<file path="src/sv/b64d_pkg.sv">
// shared types and character constants for the base64 stream decoder
package b64d_pkg;

    // character codes the classifier and decoder care about
    localparam logic [7:0] CHAR_UPPER_A = 8'h41;
    localparam logic [7:0] CHAR_UPPER_Z = 8'h5a;
    localparam logic [7:0] CHAR_LOWER_A = 8'h61;
    localparam logic [7:0] CHAR_LOWER_Z = 8'h7a;
    localparam logic [7:0] CHAR_DIGIT_0 = 8'h30;
    localparam logic [7:0] CHAR_DIGIT_9 = 8'h39;
    localparam logic [7:0] CHAR_PLUS    = 8'h2b;
    localparam logic [7:0] CHAR_SLASH   = 8'h2f;
    localparam logic [7:0] CHAR_MINUS   = 8'h2d;
    localparam logic [7:0] CHAR_UNDER   = 8'h5f;
    localparam logic [7:0] CHAR_PAD     = 8'h3d;

    // sextet offsets of the alphabet ranges
    localparam logic [5:0] OFS_LOWER = 6'd26;
    localparam logic [5:0] OFS_DIGIT = 6'd52;
    localparam logic [5:0] SEXTET_62 = 6'd62;
    localparam logic [5:0] SEXTET_63 = 6'd63;

    // masks for splitting sextets into byte pieces
    localparam logic [5:0] MASK_HI2  = 6'h30;
    localparam logic [5:0] MASK_HI4  = 6'h3c;
    localparam logic [5:0] MASK_LO4  = 6'h0f;
    localparam logic [5:0] MASK_LO2  = 6'h03;

    // classified character passed from front to back
    typedef struct packed {
        logic [5:0] sextet;
        logic       bad;
        logic       last;
    } b64d_sym_t;

    localparam int SYM_W = $bits(b64d_sym_t);

    // one result item
    typedef struct packed {
        logic [7:0] data_byte;
        logic       byte_valid;
        logic       end_of_string;
        logic       stopped_early;
    } b64d_res_t;

endpackage

</file>
<file path="src/sv/b64d_front.sv">
// front end: accepts characters, holds the alphabet mode, classifies into sextets
module b64d_front
    import b64d_pkg::*;
(
    input  logic            aclk,
    input  logic            aresetn,
    input  logic            s_tvalid,
    output logic            s_tready,
    input  logic [7:0]      s_tdata,     // char_code
    input  logic            s_tlast,     // last_char
    input  logic            cfg_valid,
    output logic            cfg_ready,
    input  logic            cfg_data,    // url_safe_alphabet
    output logic            push_valid,
    input  logic            push_ready,
    output b64d_sym_t       push_data
);

    logic url_safe_reg;
    logic url_safe_next;

    // alphabet mode register
    always_comb begin
        url_safe_next = url_safe_reg;
        if (cfg_valid) begin
            url_safe_next = cfg_data;
        end
    end

    always_ff @(posedge aclk) begin
        if (!aresetn) begin
            url_safe_reg <= 1'b0;
        end else begin
            url_safe_reg <= url_safe_next;
        end
    end

    assign cfg_ready = 1'b1;

    // character classification
    logic [7:0] ofs_upper;
    logic [7:0] ofs_lower;
    logic [7:0] ofs_digit;

    assign ofs_upper = s_tdata - CHAR_UPPER_A;
    assign ofs_lower = s_tdata - CHAR_LOWER_A;
    assign ofs_digit = s_tdata - CHAR_DIGIT_0;

    always_comb begin
        push_data.sextet = '0;
        push_data.bad    = 1'b0;
        push_data.last   = s_tlast;
        if (s_tdata >= CHAR_UPPER_A && s_tdata <= CHAR_UPPER_Z) begin
            push_data.sextet = ofs_upper[5:0];
        end else if (s_tdata >= CHAR_LOWER_A && s_tdata <= CHAR_LOWER_Z) begin
            push_data.sextet = ofs_lower[5:0] + OFS_LOWER;
        end else if (s_tdata >= CHAR_DIGIT_0 && s_tdata <= CHAR_DIGIT_9) begin
            push_data.sextet = ofs_digit[5:0] + OFS_DIGIT;
        end else if (s_tdata == CHAR_PLUS) begin
            push_data.sextet = SEXTET_62;
        end else if (s_tdata == CHAR_SLASH) begin
            push_data.sextet = SEXTET_63;
        end else if (url_safe_reg && s_tdata == CHAR_MINUS) begin
            push_data.sextet = SEXTET_62;
        end else if (url_safe_reg && s_tdata == CHAR_UNDER) begin
            push_data.sextet = SEXTET_63;
        end else begin
            // pad and anything outside the alphabet halt the string
            push_data.bad = 1'b1;
        end
    end

    // request handshake straight into the queue
    assign push_valid = s_tvalid;
    assign s_tready   = push_ready;

endmodule

</file>
<file path="src/sv/b64d_queue.sv">
// small fifo between the classifier and the decoder
module b64d_queue
    import b64d_pkg::*;
#(
    parameter int DEPTH = 4
) (
    input  logic      aclk,
    input  logic      aresetn,
    input  logic      push_valid,
    output logic      push_ready,
    input  b64d_sym_t push_data,
    output logic      pop_valid,
    input  logic      pop_ready,
    output b64d_sym_t pop_data
);

    localparam int PTR_W = $clog2(DEPTH);
    localparam int CNT_W = $clog2(DEPTH + 1);
    localparam logic [PTR_W-1:0] LAST_PTR = PTR_W'(DEPTH - 1);
    localparam logic [CNT_W-1:0] FULL_CNT = CNT_W'(DEPTH);

    b64d_sym_t        mem_reg [DEPTH];
    logic [PTR_W-1:0] wr_ptr_reg, wr_ptr_next;
    logic [PTR_W-1:0] rd_ptr_reg, rd_ptr_next;
    logic [CNT_W-1:0] count_reg, count_next;
    logic             do_push, do_pop;

    assign push_ready = (count_reg != FULL_CNT);
    assign pop_valid  = (count_reg != '0);
    assign pop_data   = mem_reg[rd_ptr_reg];
    assign do_push    = push_valid && push_ready;
    assign do_pop     = pop_valid && pop_ready;

    // pointer and fill count update
    always_comb begin
        wr_ptr_next = wr_ptr_reg;
        rd_ptr_next = rd_ptr_reg;
        count_next  = count_reg;
        if (do_push) begin
            wr_ptr_next = (wr_ptr_reg == LAST_PTR) ? '0 : wr_ptr_reg + 1'b1;
        end
        if (do_pop) begin
            rd_ptr_next = (rd_ptr_reg == LAST_PTR) ? '0 : rd_ptr_reg + 1'b1;
        end
        if (do_push && !do_pop) begin
            count_next = count_reg + 1'b1;
        end else if (do_pop && !do_push) begin
            count_next = count_reg - 1'b1;
        end
    end

    always_ff @(posedge aclk) begin
        if (!aresetn) begin
            wr_ptr_reg <= '0;
            rd_ptr_reg <= '0;
            count_reg  <= '0;
        end else begin
            wr_ptr_reg <= wr_ptr_next;
            rd_ptr_reg <= rd_ptr_next;
            count_reg  <= count_next;
        end
    end

    // storage
    always_ff @(posedge aclk) begin
        if (do_push) begin
            mem_reg[wr_ptr_reg] <= push_data;
        end
    end

endmodule

</file>
<file path="src/sv/b64d_back.sv">
// back end: group state, byte assembly and the output register
module b64d_back
    import b64d_pkg::*;
(
    input  logic      aclk,
    input  logic      aresetn,
    input  logic      pop_valid,
    output logic      pop_ready,
    input  b64d_sym_t pop_data,
    output logic      res_valid,
    input  logic      res_ready,
    output b64d_res_t res_data
);

    logic [5:0] prev_reg, prev_next;
    logic [1:0] pos_reg, pos_next;
    logic       halted_reg, halted_next;
    logic       out_valid_reg, out_valid_next;
    b64d_res_t  out_reg, out_next;
    logic       do_pop;

    // take a symbol whenever the output register is free or draining
    assign pop_ready = !out_valid_reg || res_ready;
    assign do_pop    = pop_valid && pop_ready;

    // decode step
    always_comb begin
        logic [7:0] data;
        logic       has_byte;
        logic       halt_now;
        data           = '0;
        has_byte       = 1'b0;
        halt_now       = halted_reg;
        prev_next      = prev_reg;
        pos_next       = pos_reg;
        halted_next    = halted_reg;
        out_next       = out_reg;
        out_valid_next = out_valid_reg && !res_ready;
        if (do_pop) begin
            if (!halted_reg) begin
                if (pop_data.bad) begin
                    halt_now = 1'b1;
                end else begin
                    case (pos_reg)
                        2'd1: begin
                            data     = {prev_reg, 2'b00}
                                     | {6'd0, 2'((pop_data.sextet & MASK_HI2) >> 4)};
                            has_byte = 1'b1;
                        end
                        2'd2: begin
                            data     = {(prev_reg & MASK_LO4), 2'b00} << 2;
                            data     = data | {4'd0, 4'((pop_data.sextet & MASK_HI4) >> 2)};
                            has_byte = 1'b1;
                        end
                        2'd3: begin
                            data     = {(prev_reg[1:0] & MASK_LO2[1:0]), pop_data.sextet};
                            has_byte = 1'b1;
                        end
                        default: begin
                            has_byte = 1'b0;
                        end
                    endcase
                    prev_next = pop_data.sextet;
                    pos_next  = pos_reg + 2'd1;
                end
            end
            halted_next = halt_now;
            if (has_byte || pop_data.last) begin
                out_valid_next         = 1'b1;
                out_next.data_byte     = data;
                out_next.byte_valid    = has_byte;
                out_next.end_of_string = pop_data.last;
                out_next.stopped_early = pop_data.last && halt_now;
            end
            // end of string clears the group state
            if (pop_data.last) begin
                prev_next   = '0;
                pos_next    = '0;
                halted_next = 1'b0;
            end
        end
    end

    always_ff @(posedge aclk) begin
        if (!aresetn) begin
            prev_reg      <= '0;
            pos_reg       <= '0;
            halted_reg    <= 1'b0;
            out_valid_reg <= 1'b0;
        end else begin
            prev_reg      <= prev_next;
            pos_reg       <= pos_next;
            halted_reg    <= halted_next;
            out_valid_reg <= out_valid_next;
        end
        out_reg <= out_next;
    end

    assign res_valid = out_valid_reg;
    assign res_data  = out_reg;

endmodule

</file>
<file path="src/sv/base64_stream_decoder.sv">
// top level of the base64 stream decoder
//
// Characters enter on the s_ stream, one per request: s_tdata is the raw
// character code, s_tlast marks the final character of a string. Results
// leave on the m_ stream: m_tdata is the decoded byte, m_tuser[0] says a
// byte is present, m_tuser[1] says decoding halted early, m_tlast closes the
// string. A byte appears at the second, third and fourth character of each
// group; the character marked last always yields a result, with or without
// a byte. The cfg channel writes the alphabet mode (1 adds '-' and '_');
// it is always ready and is to be written only while the block is idle.
// Throughput is one character per cycle while the receiver does not stall.
// An accepted character is classified combinationally and written into the
// queue, then decoded from the queue into the output register behind m_tvalid.
// When the receiver stalls, the output register holds its result, the
// decoder stops popping and the queue (QUEUE_DEPTH entries) fills before
// s_tready drops. Reset clears the queue, the group state, the output valid
// and the alphabet mode; there is no clearing pass.
module base64_stream_decoder
    import b64d_pkg::*;
#(
    parameter int QUEUE_DEPTH = 4
) (
    input  logic       aclk,
    input  logic       aresetn,
    input  logic       s_tvalid,
    output logic       s_tready,
    input  logic [7:0] s_tdata,    // [7:0] char_code
    input  logic       s_tlast,    // last_char
    input  logic       cfg_valid,
    output logic       cfg_ready,
    input  logic       cfg_data,   // url_safe_alphabet
    output logic       m_tvalid,
    input  logic       m_tready,
    output logic [7:0] m_tdata,    // [7:0] data_byte
    output logic [1:0] m_tuser,    // [0] byte_valid, [1] stopped_early
    output logic       m_tlast     // end_of_string
);

    logic      push_valid, push_ready;
    b64d_sym_t push_data;
    logic      pop_valid, pop_ready;
    b64d_sym_t pop_data;
    b64d_res_t res_data;

    b64d_front u_front (
        .aclk       (aclk),
        .aresetn    (aresetn),
        .s_tvalid   (s_tvalid),
        .s_tready   (s_tready),
        .s_tdata    (s_tdata),
        .s_tlast    (s_tlast),
        .cfg_valid  (cfg_valid),
        .cfg_ready  (cfg_ready),
        .cfg_data   (cfg_data),
        .push_valid (push_valid),
        .push_ready (push_ready),
        .push_data  (push_data)
    );

    b64d_queue #(
        .DEPTH (QUEUE_DEPTH)
    ) u_queue (
        .aclk       (aclk),
        .aresetn    (aresetn),
        .push_valid (push_valid),
        .push_ready (push_ready),
        .push_data  (push_data),
        .pop_valid  (pop_valid),
        .pop_ready  (pop_ready),
        .pop_data   (pop_data)
    );

    b64d_back u_back (
        .aclk      (aclk),
        .aresetn   (aresetn),
        .pop_valid (pop_valid),
        .pop_ready (pop_ready),
        .pop_data  (pop_data),
        .res_valid (m_tvalid),
        .res_ready (m_tready),
        .res_data  (res_data)
    );

    assign m_tdata    = res_data.data_byte;
    assign m_tuser[0] = res_data.byte_valid;
    assign m_tuser[1] = res_data.stopped_early;
    assign m_tlast    = res_data.end_of_string;

    // early stop is reported only on the closing result
    a_stop_on_last: assert property (@(posedge aclk) disable iff (!aresetn)
        m_tvalid && m_tuser[1] |-> m_tlast)
        else $error("stopped_early set on a result that does not close the string");

    // a result carries a byte or closes the string
    a_no_empty: assert property (@(posedge aclk) disable iff (!aresetn)
        m_tvalid |-> (m_tuser[0] || m_tlast))
        else $error("result with neither byte nor end of string");

    // no byte means a zero data field
    a_zero_data: assert property (@(posedge aclk) disable iff (!aresetn)
        m_tvalid && !m_tuser[0] |-> (m_tdata == 8'd0))
        else $error("data byte not zero on a result without a byte");

    // a stalled decoder output keeps the queue from being drained
    a_stall_holds: assert property (@(posedge aclk) disable iff (!aresetn)
        m_tvalid && !m_tready |-> !pop_ready)
        else $error("decoder popped while its output was stalled");

endmodule
</file>
<file path="config.mk">
export PLATFORM = sky130hd
export DESIGN_NAME = base64_stream_decoder
export DESIGN_NICKNAME = d
export VERILOG_FILES = /design/src/sv/b64d_pkg.sv /design/src/sv/b64d_front.sv /design/src/sv/b64d_queue.sv /design/src/sv/b64d_back.sv /design/src/sv/base64_stream_decoder.sv
export SDC_FILE = /design/constraint.sdc
export NUM_CORES = 1
export LEC_CHECK = 0
export CAP_MARGIN = 15
export CORE_ASPECT_RATIO = 2
export CORE_MARGIN = 1.5
export CORE_UTILIZATION = 50
export DETAILED_ROUTE_END_ITERATION = 8
export DONT_BUFFER_PORTS = 1
export MAX_ROUTING_LAYER = met4
export PLACE_DENSITY = 0.7
export SYNTH_ARGS = -nofsm -noshare
export SYNTH_HDL_FRONTEND = slang
export SYNTH_SLANG_ARGS = --single-unit
</file>
<file path="constraint.sdc">
create_clock -name aclk -period 5.99 [get_ports aclk]
set_input_delay 1.198 -clock aclk [delete_from_list [all_inputs] [get_ports aclk]]
set_output_delay 1.198 -clock aclk [all_outputs]
set_load 0.02 [all_outputs]
</file>
==> results of run 1 <==
==> synthesized netlist by cell type, drive strengths merged, types with 2 or more instances <==
cell type	count	area share (%)
inv	15	1.8
nand2b	4	0.79
a222oi	8	2.5
nor2b	9	1.8
and2	3	0.60
mux2i	8	2.5
xnor2	3	0.83
clkbuf	2	0.24
nand2	14	1.7
mux4	7	5.7
a311oi	2	0.75
nor3	3	0.83
dfxtp	20	13
edfxtp	43	41
buf	12	2.5
a22oi	5	1.4
ha	19	7.5
a21oi	10	1.6
nor2	15	1.8
nand3	14	2.2
and3	5	0.99
xor2	2	0.56
or2	2	0.40
a21o	2	0.71
o21ai	11	1.7
==> path summary, 6_finish.rpt <==
| check | cells past startpoint | to | slack (ns) | startpoint |
|---|---|---|---|---|
| worst max register to register | 4 | u_back.res_data[4] | 3.43 | flop |
| worst min register to register | 2 | u_back.prev_reg[4] | 0.47 | u_back.prev_reg[4] |
| worst max-delay path | 7 | u_queue.mem_reg[1][4] | 3.20 | s_tdata[2] |
| worst min-delay path | 2 | u_back.prev_reg[4] | 0.47 | u_back.prev_reg[4] |
==> report_power, final <==
group	internal [mW]	switching, mW
Sequential	0.577	0.104
Combinational	0.150	0.196
Clock	0.288	0.169
Total	1.02	0.469
==> area by class of cell <==
class	instances	area, µm²	share of cell area (%)
Multi-Input combinational cell	161	1320	38.3
Clock buffer	12	246	7.17
Tap cell	84	105	3.06
Clock inverter	4	22.5	0.655
Sequential cell	63	1690	49.2
Inverter	15	56.3	1.64
==> logic make-up (layout without fill, tap and decap cells) <==
group,count (synthesis),count (layout)
AND/OR/NAND/NOR,72,72
AO/OA/AOI/OAI,48,48
flip-flops,63,63
other,1,1
multiplexers,15,15
adder cells (fa/ha/maj),20,20
buffers and inverters,29,31
XOR/XNOR,5,5
==> critical path: stages <==
cell      delay [ns]
inv_1           0.06
ha_1            0.26
a21oi_1         0.16
a311oi_1        0.07
a311oi_2        0.71
a21oi_1         0.14
o221ai_1        0.32
==> per-stage QoR <==
| stage | setup WS (ns) | hold slack, ns |
|---|---|---|
| after floorplan | 3.10 | 0.444 |
| after global placement | 2.98 | 0.457 |
| after detailed placement | 2.88 | 0.468 |
| after CTS | 3.21 | 0.478 |
| after global routing | 2.95 | 0.499 |
| final | 3.20 | 0.473 |
==> per-layer routing <==
| metal | share of wire [%] | up-vias | global-route usage, % |
|---|---|---|---|
| li1 | - | 936 | - |
| met1 | 33 | 926 | 15.9 |
| met2 | 60 | 75 | 31.9 |
| met3 | 4.5 | 13 | 4.84 |
| met4 | 3.2 | 0 | 10.6 |
| met5 | 0 | - | - |
==> metrics, run 1 <==
run status finished, final reports clean; clk slew on worst S/H paths 0.05 ns; #FFs+latches synth 63; most common cell after layout, fill and taps aside edfxtp_1; Placer Congestion 0.890; yosys warns 0; average size of a mapped cell 12.5 µm²; starting DRC count in detailed routing 125; Async SR Flop Fraction 0%; Max clock buf depth 2; ANT cells 0; CP required 6.10 ns; placed standard-cell area 3170 µm²; Tmin final 2.79 ns; Post-CTS Setup Bufs 0; number of flip-flops in the largest register 32; Post-Syn Area 3150 µm²; final setup fails 0; Post-synth EDFFs 43; Finished Layout Cells 339; Critical Path AT 2.90 ns; Worst Hold Class flop to flop; CP Max Fanout 14; cells after synthesis 253; Boundary Pins 29; Avg WL per Cell 15.1 µm; Seq/Total Area, Yosys 53.7%; first-pass GRT wire length 8.63 mm; CTS H-tree lvls 3; # rows 40; clock buffer count from CTS 9; crit end category flop; area of the die 6820 µm²; Leak Pwr 1.27 nW; Initial Util 52.0%; # hold bufs at CTS 0; Final Hold Viols 0; max-cap viol count 0; die width 59.1 µm; Finished Cell Area 3440 µm²; Unique masters post-synth 50; Relative slew margins 33.9%; # fillers 505; Max VDD drop 0.000217 V; synth-to-layout area growth 9.09%; 1st-pass router iterations 7; post-synthesis compound-gate area fraction 12.0%; Final Cycle Share 46.5%; Post-Synth Adder-Cell Area 8.18%; largest net degree at the start of global routing 26; fin util 56.8%; fraction of layout cells with a size suffix above 1 9.02%; Synth Flop Type edfxtp_1; kind of critical path primary input to flop; ANT nets after route 0; Die Height 115 µm; Max Clk Rate 359 MHz; Core Region 6060 µm²; Clock Skew 0.00567 ns; post-synth net total 288; clock sink count 63; Total GRT Usage 17.8%; worst slew pin tran 0.991 ns; Final TNS setup 0 ns; initial antenna violation count 0; total wire length 5.13 mm; Synth Area in XOR/XNOR 1.39%; total number of vias 1950; mux share of post-synthesis cell area 8.26%; largest family of logic cells by synthesized area compound AO/OA/AOI/OAI gates; Clock Tree Root clkbuf_16; post-DP HPWL 3.94 mm; clk_lat worst skew 0.32 ns; vias in the first global route 1856; RSZ-0062 raised after global routing no; Slew Limit Fails 0; Nets 285; cell area power density 432 nW/µm²; most frequent cells in the layout edfxtp_1, dfxtp_1, ha_1; CTS tree built; Post-Synth Simple-Gate Area 11.8%; Resize count post-CTS 0; GRT overflow 0; drt via density 5.75; Post-Place Cells 323; Final Power 1.48 mW; drc violations 0; I/O Buffers 0; Worst setup SP type primary input
(Power assumes the default switching activity.)
==> inputs of run 2 (changes only) <==
--- a/config.mk
+++ b/config.mk
@@ -5,6 +5,7 @@
 export SDC_FILE = /design/constraint.sdc
 export NUM_CORES = 1
 export LEC_CHECK = 0
+export ABC_AREA = 1
 export CAP_MARGIN = 15
 export CORE_ASPECT_RATIO = 2
 export CORE_MARGIN = 1.5
@@ -12,7 +13,7 @@
 export DETAILED_ROUTE_END_ITERATION = 8
 export DONT_BUFFER_PORTS = 1
 export MAX_ROUTING_LAYER = met4
-export PLACE_DENSITY = 0.7
+export PLACE_DENSITY = 0.73
 export SYNTH_ARGS = -nofsm -noshare
 export SYNTH_HDL_FRONTEND = slang
 export SYNTH_SLANG_ARGS = --single-unit
==> constraint.sdc (replaced) <==
create_clock -name aclk -period 2.44 [get_ports aclk]
set_input_delay 0.488 -clock aclk [delete_from_list [all_inputs] [get_ports aclk]]
set_output_delay 0.488 -clock aclk [all_outputs]
set_load 0.02 [all_outputs]
==> run 2 against run 1 <==
  * Count of clock-buffer cells in the layout grew 1
  * Non-clock buffer count is 7 higher
  * Clock skew rose by 0.0018 ns
  * First-iteration DRC count is 87% higher
  * Critical path type is now flop to flop
  * Critical endpoint is now u_queue.count_reg[1]
  * Sequential power rose to 2.6 times the previous value
  * Cell area increased by 13%
  * Highest routed layer unchanged
  * Largest power group unchanged
==> metrics, run 2 <==
clock buffer count from CTS 9 (unchanged); 1st-pass router iterations 4 (-3); number of flip-flops in the largest register 32 (unchanged); total number of vias 2724 (+40%); most used cell, CP inv_1; Boundary Pins 29 (unchanged); final setup fails 0 (unchanged); Slew Limit Fails 0 (unchanged); largest net degree at the start of global routing 15 (-42%); Initial Util 51.4% (-0.63 points); post-synth net total 466 (+62%); Nets 472 (+66%); synth-to-layout area growth 9.08% (about the same); Worst setup SP type flop; drt via density 5.13 (-11%); Seq/Total Area, Yosys 47.4% (-6.3 points); Post-Syn Area 3570 µm² (+13%); Max clock buf depth 2 (unchanged); cell area power density 1090 nW/µm² (+150%); Max VDD drop 0.000411 V (+90%); Resize count post-CTS 0 (unchanged); fraction of layout cells with a size suffix above 1 10.2% (+1.2 points); run status finished, final reports clean; Die Height 122 µm (+6.2%); # fillers 623 (+23%); RSZ-0062 raised after global routing no; hold_ws 0.255 ns (-0.218 ns); share of the synthesized area in the top cell type 36.2% (-4.8 points); die width 62.7 µm (+6.1%); Post-synth EDFFs 43 (unchanged); Tmin final 2.07 ns; Leak Pwr 1.78 nW (+41%); most frequent cells in the layout nand2_1, inv_1, edfxtp_1; Clock Skew 0.00747 ns (+0.00180 ns); Final Hold Viols 0 (unchanged); kind of critical path flop to flop; I/O Buffers 0 (unchanged); CP required 2.65 ns (-3.45 ns); #FFs+latches synth 63 (unchanged); RR Endpoint u_queue.count_reg[1]; worst setup path start u_back.res_valid; Synth Flop Type edfxtp_1; drc violations 0 (unchanged); cells along the critical path inv_1 > nor2_1 > a31oi_4 > inv_1 > ha_1 > inv_1 > fa_1 > o21ai_0 > a21oi_1; Total GRT Usage 20.7% (+2.8 points); Unique masters post-synth 32 (-36%); r2r setup slk 0.37 ns (-3.06 ns); ANT cells 0 (unchanged); most common cell after layout, fill and taps aside nand2_1; Avg WL per Cell 13.2 µm (-12%); Placer Congestion 0.904 (+1.6%); CP Max Fanout 11 (-3); Post-Synth Simple-Gate Area 28.7% (+17 points); area of the die 7680 µm² (+13%); top post-synthesis cells by area edfxtp_1, nand2_1, dfxtp_1, ha_1, inv_1; total wire length 7.03 mm (+37%); Final TNS setup 0 ns (unchanged); Async SR Flop Fraction 0% (unchanged); CTS tree built; # rows 43 (+7.5%); yosys warns 0 (unchanged); Final Cycle Share 84.9%; Max Clk Rate 483 MHz; GRT overflow 0 (unchanged); clk slew on worst S/H paths 0.05 ns (about the same); mux share of post-synthesis cell area 0% (-8.3 points); Worst Hold Class primary input to flop; Reg-to-Reg Start u_back.res_valid; slowest CP cell fa_1; crit end category flop; starting DRC count in detailed routing 234 (+87%); largest family of logic cells by synthesized area simple AND/OR/NAND/NOR gates; Critical Path AT 2.28 ns (-0.62 ns); Clock Tree Root clkbuf_16; Post-CTS Setup Bufs 0 (unchanged); Synth top cells by count nand2_1, inv_1, edfxtp_1, nor2_1, nand3_1; count leader, synth nand2_1; CTS H-tree lvls 3 (unchanged); initial antenna violation count 0 (unchanged); max-cap viol count 0 (unchanged); first-pass GRT wire length 11.8 mm (+36%); vias in the first global route 2725 (+47%); Core Region 6940 µm² (+15%); average size of a mapped cell 8.28 µm² (-34%); Synth Area in XOR/XNOR 1.47% (+0.083 points); Post-Synth Adder-Cell Area 7.23% (-0.96 points); post-DP HPWL 5.42 mm (+38%); # hold bufs at CTS 0 (unchanged); clk_lat worst skew 0.33 ns (about the same); Worst Setup EP u_queue.count_reg[1]; post-synthesis compound-gate area fraction 6.77% (-5.3 points); cells after synthesis 431 (+70%); cell accounting for the most synthesized area edfxtp_1; ANT nets after route 0 (unchanged); clock sink count 63 (unchanged); Register-to-Register Path Depth 9 (+5); Largest stage delay, worst path 0.42 ns (-0.29 ns)
run 2: layer usage:
metal	vias up	track usage, %	routed length [µm]
li1	1387	-	-
met1	1230	16.2	2310
met2	81	39.4	4070
met3	26	4.67	265
met4	0	16.4	389
met5	-	-	0
run 2: critical path: cells and delay by family, from the launching register on:
kind / cells / cell delay [ns]
flip-flops: 1 / 0.37
adder cells (fa/ha/maj): 2 / 0.62
AND/OR/NAND/NOR: 1 / 0.07
AO/OA/AOI/OAI: 3 / 0.58
buffers and inverters: 3 / 0.31
run 2: cell type report:
cell class	instances	area [µm²]	area share, %
sequential	63	1690	43.5
multi-input combinational	302	1580	40.5
clock buffer	13	240	6.17
inverter	54	208	5.34
tap	90	113	2.89
timing repair buffer	7	52.6	1.35
clock inverter	2	8.76	0.225
run 2: worst min-delay path by stage:
stage,cells past startpoint,slack (ns),endpoint,from
after CTS,1,0.24,u_front.url_safe_reg,cfg_valid
after floorplan,2,0.45,u_back.prev_reg[4],u_back.prev_reg[4]
after detailed placement,2,0.48,u_back.prev_reg[5],u_back.prev_reg[5]
after global placement,2,0.47,u_back.prev_reg[5],u_back.prev_reg[5]
after global routing,0,0.25,u_queue.mem_reg[2][0],s_tlast
final,1,0.25,u_front.url_safe_reg,cfg_valid
run 2: through the flow:
step	setup slack [ns]	cell area, µm²	cells	total power [mW]	util (%)
after floorplan	0.425	3570	431	2.89	-
after global placement	0.400	3640	516	3.14	52.5
after detailed placement	0.341	3640	516	3.18	52.5
after CTS	0.375	3890	531	4.27	56.1
after global routing	0.161	3890	531	4.54	56.1
final	0.368	3890	531	4.24	56.1
run 2: cell families after synthesis:
logic type	Yosys count
AND/OR/NAND/NOR	234
buffers and inverters	66
flip-flops	63
AO/OA/AOI/OAI	41
adder cells (fa/ha/maj)	20
XOR/XNOR	6
other	1
run 2: report_power, final:
part	switching, mW	total [mW]	internal [mW]
clock network	0.396	1.07	0.674
logic	0.964	1.42	0.457
registers	0.283	1.75	1.47
total	1.64	4.24	2.60
==> inputs of run 3 (changes only) <==
--- a/config.mk
+++ b/config.mk
@@ -5,7 +5,7 @@
 export SDC_FILE = /design/constraint.sdc
 export NUM_CORES = 1
 export LEC_CHECK = 0
-export ABC_AREA = 1
+export ABC_AREA = 0
 export CAP_MARGIN = 15
 export CORE_ASPECT_RATIO = 2
 export CORE_MARGIN = 1.5
@@ -13,7 +13,7 @@
 export DETAILED_ROUTE_END_ITERATION = 8
 export DONT_BUFFER_PORTS = 1
 export MAX_ROUTING_LAYER = met4
-export PLACE_DENSITY = 0.73
+export PLACE_DENSITY = 0.7
 export SYNTH_ARGS = -nofsm -noshare
 export SYNTH_HDL_FRONTEND = slang
 export SYNTH_SLANG_ARGS = --single-unit
==> constraint.sdc (replaced) <==
create_clock -name aclk -period 2.1 [get_ports aclk]
set_input_delay 0.42 -clock aclk [delete_from_list [all_inputs] [get_ports aclk]]
set_output_delay 0.42 -clock aclk [all_outputs]
set_load 0.02 [all_outputs]
==> run 3 against run 2 <==
  * Clock skew hardly changed
  * First-iteration DRC count decreased by 60%
  * Register-to-register slack worse by 0.22 ns
  * Highest routed layer unchanged
  * Critical path depth did not move
==> metrics, run 3 (synthesis results as in run 1) <==
Worst Hold Launch s_tlast; CTS H-tree lvls 3 (unchanged); # fillers 503 (-19%); Register-to-Register Path Depth 9 (unchanged); max-cap viol count 0 (unchanged); RR Endpoint u_queue.count_reg[2]; initial antenna violation count 0 (unchanged); drc violations 0 (unchanged); sequential power share 43.8% (+2.5 points); drt via density 5.53 (+7.8%); Worst Hold Class primary input to flop; Core Region 6060 µm² (-13%); Sw Share 31.2% (-7.6 points); die width 59.1 µm (-5.7%); Worst setup SP type flop; hold endpoint u_queue.mem_reg[2][0]; Reg-to-Reg Start u_queue.count_reg[0]; hold depth 0 (-1); Final Hold Viols 0 (unchanged); CTS tree built; Total GRT Usage 18.9% (-1.8 points); Final Cycle Share 93.0% (+8.1 points); internal cell power 2.99 mW (+15%); Die Height 115 µm (-5.9%); Clk pwr share 28.7% (+3.5 points); total number of vias 1979 (-27%); cell area power density 1210 nW/µm² (+11%); most common cell after layout, fill and taps aside edfxtp_1; area of the die 6820 µm² (-11%); starting DRC count in detailed routing 93 (-60%); kind of critical path flop to flop; Relative slew margins 61.1%; first-pass GRT wire length 8.89 mm (-24%); clk slew on worst S/H paths 0.05 ns (about the same); clk_lat worst skew 0.32 ns (about the same); Initial Util 52.0% (+0.63 points); run status finished, final reports clean; GRT overflow 0 (unchanged); Max Clk Rate 512 MHz (+6.1%); placed standard-cell area 3330 µm² (-8.6%); Nets 304 (-36%); post-DP HPWL 4.14 mm (-24%); Clock Skew 0.00793 ns (+0.000460 ns); Logic pwr share 27.4% (-6.1 points); Avg WL per Cell 15.1 µm (+14%); 1st-pass router iterations 5 (+1); ANT cells 0 (unchanged); Max clock buf depth 2 (unchanged); r2r setup slk 0.15 ns (-0.22 ns); Tmin final 1.95 ns (-0.120 ns); Leak Pwr 1.36 nW (-24%); Clock Tree Root clkbuf_16; Sw Pwr 1.35 mW (-18%); Slew Limit Fails 0 (unchanged); Post-CTS Setup Bufs 0 (unchanged); Max VDD drop 0.000538 V (+31%); ANT nets after route 0 (unchanged); largest net degree at the start of global routing 26 (+11); Critical Path AT 2.20 ns (-0.08 ns); Reg area 1700 µm² (+0.30%); worst slew pin tran 0.583 ns; total wire length 5.39 mm (-23%); hold_ws 0.189 ns (-0.0662 ns); clock sink count 63 (unchanged); Multi-input gate area 1330 µm² (-16%); I/O Buffers 0 (unchanged); Finished Cell Area 3600 µm² (-7.5%); most frequent cells in the layout edfxtp_1, ha_1, dfxtp_1, buf_4, nor2_1; vias in the first global route 1990 (-27%); RSZ-0062 raised after global routing no; final setup fails 0 (unchanged); # rows 40 (-7.0%); fraction of layout cells with a size suffix above 1 15.3% (+5.1 points); Placer Congestion 0.819 (-9.4%); synth-to-layout area growth 14.2%; Boundary Pins 29 (unchanged); crit end category flop; CP Max Fanout 4 (-7); CP required 2.35 ns (-0.30 ns); clock buffer count from CTS 9 (unchanged); number of flip-flops in the largest register 32 (unchanged)
-- run 3: cell count changes in the layout (fill, tap and decap cells not counted), moves of 5 or more --
cell and delta:
mux2i_1 +8, buf_4 +11, a222oi_1 +8, nand3_1 -16
nand2_1 -122, nor2_1 -26, nor2b_1 +9, mux4_1 +6
and3_1 +5, inv_1 -35, nand2_2 -9, o21ai_1 -6
-- run 3: layout make-up --
type	instances	area share (%)
Clock buffer	14	6.78
Clock inverter	2	0.243
Inverter	15	1.56
Multi-Input combinational cell	161	37.0
Sequential cell	63	47.1
Tap cell	84	2.92
Timing Repair Buffer	19	4.31
-- run 3: worst max path at each step --
stage | start | endpoint | slack [ns] | cells past startpoint
final | u_queue.count_reg[0] | u_queue.count_reg[2] | 0.15 | 9
after global routing | flop | u_back.res_data[10] | 0.007 | 4
after CTS | u_queue.count_reg[0] | u_queue.count_reg[2] | 0.04 | 9
after detailed placement | s_tdata[1] | u_queue.mem_reg[2][4] | -0.20 | 7
after global placement | s_tdata[1] | u_queue.mem_reg[0][3] | -0.11 | 7
after floorplan | u_back.res_valid | u_queue.count_reg[2] | -0.08 | 9
-- run 3: repair_timing --
item / in CTS / in global routing
gates resized for setup: 0 / 4
setup endpoints to repair: 0 / 25
hold buffers: 0 / 0
-- run 3: power groups by stage --
stage,combinational (mW),clock (mW),sequential [mW]
finish,1.19,1.25,1.90
global route,1.32,1.33,1.95
CTS,1.20,1.28,1.90
detailed placement,1.19,0,1.92
global placement,1.17,0,1.91
floorplan,0.970,0,1.88
-- run 3: per-layer routing --
layer  routed length (µm)  global-route usage [%]  vias to the layer above
met4                  256                    13.9                        0
li1                     -                       -                      970
met5                    0                       -                        -
met1                 1820                    15.4                      922
met2                 3100                    33.6                       70
met3                  218                    5.40                       17
-- run 3: per-stage QoR --
stage | TNS (ns) | power (mW) | util (%) | cells | setup slack, ns
detailed placement | -4.23 | 3.12 | 55.0 | 342 | -0.204
CTS | 0 | 4.38 | 59.2 | 358 | 0.0423
global route | 0 | 4.60 | 59.4 | 358 | 0.00666
floorplan | -0.0761 | 2.85 | - | 253 | -0.0761
global placement | -2.19 | 3.09 | 55.0 | 342 | -0.114
finish | 0 | 4.34 | 59.4 | 358 | 0.147
-- run 3: critical path, cell delays in order, from the launching register on --
cell	delay, ns
dfxtp_4	0.37
nor2_1	0.06
nand2_2	0.06
and2_1	0.16
ha_1	0.18
inv_1	0.06
fa_1	0.37
xor2_1	0.17
or3_1	0.30
a21boi_0	0.16
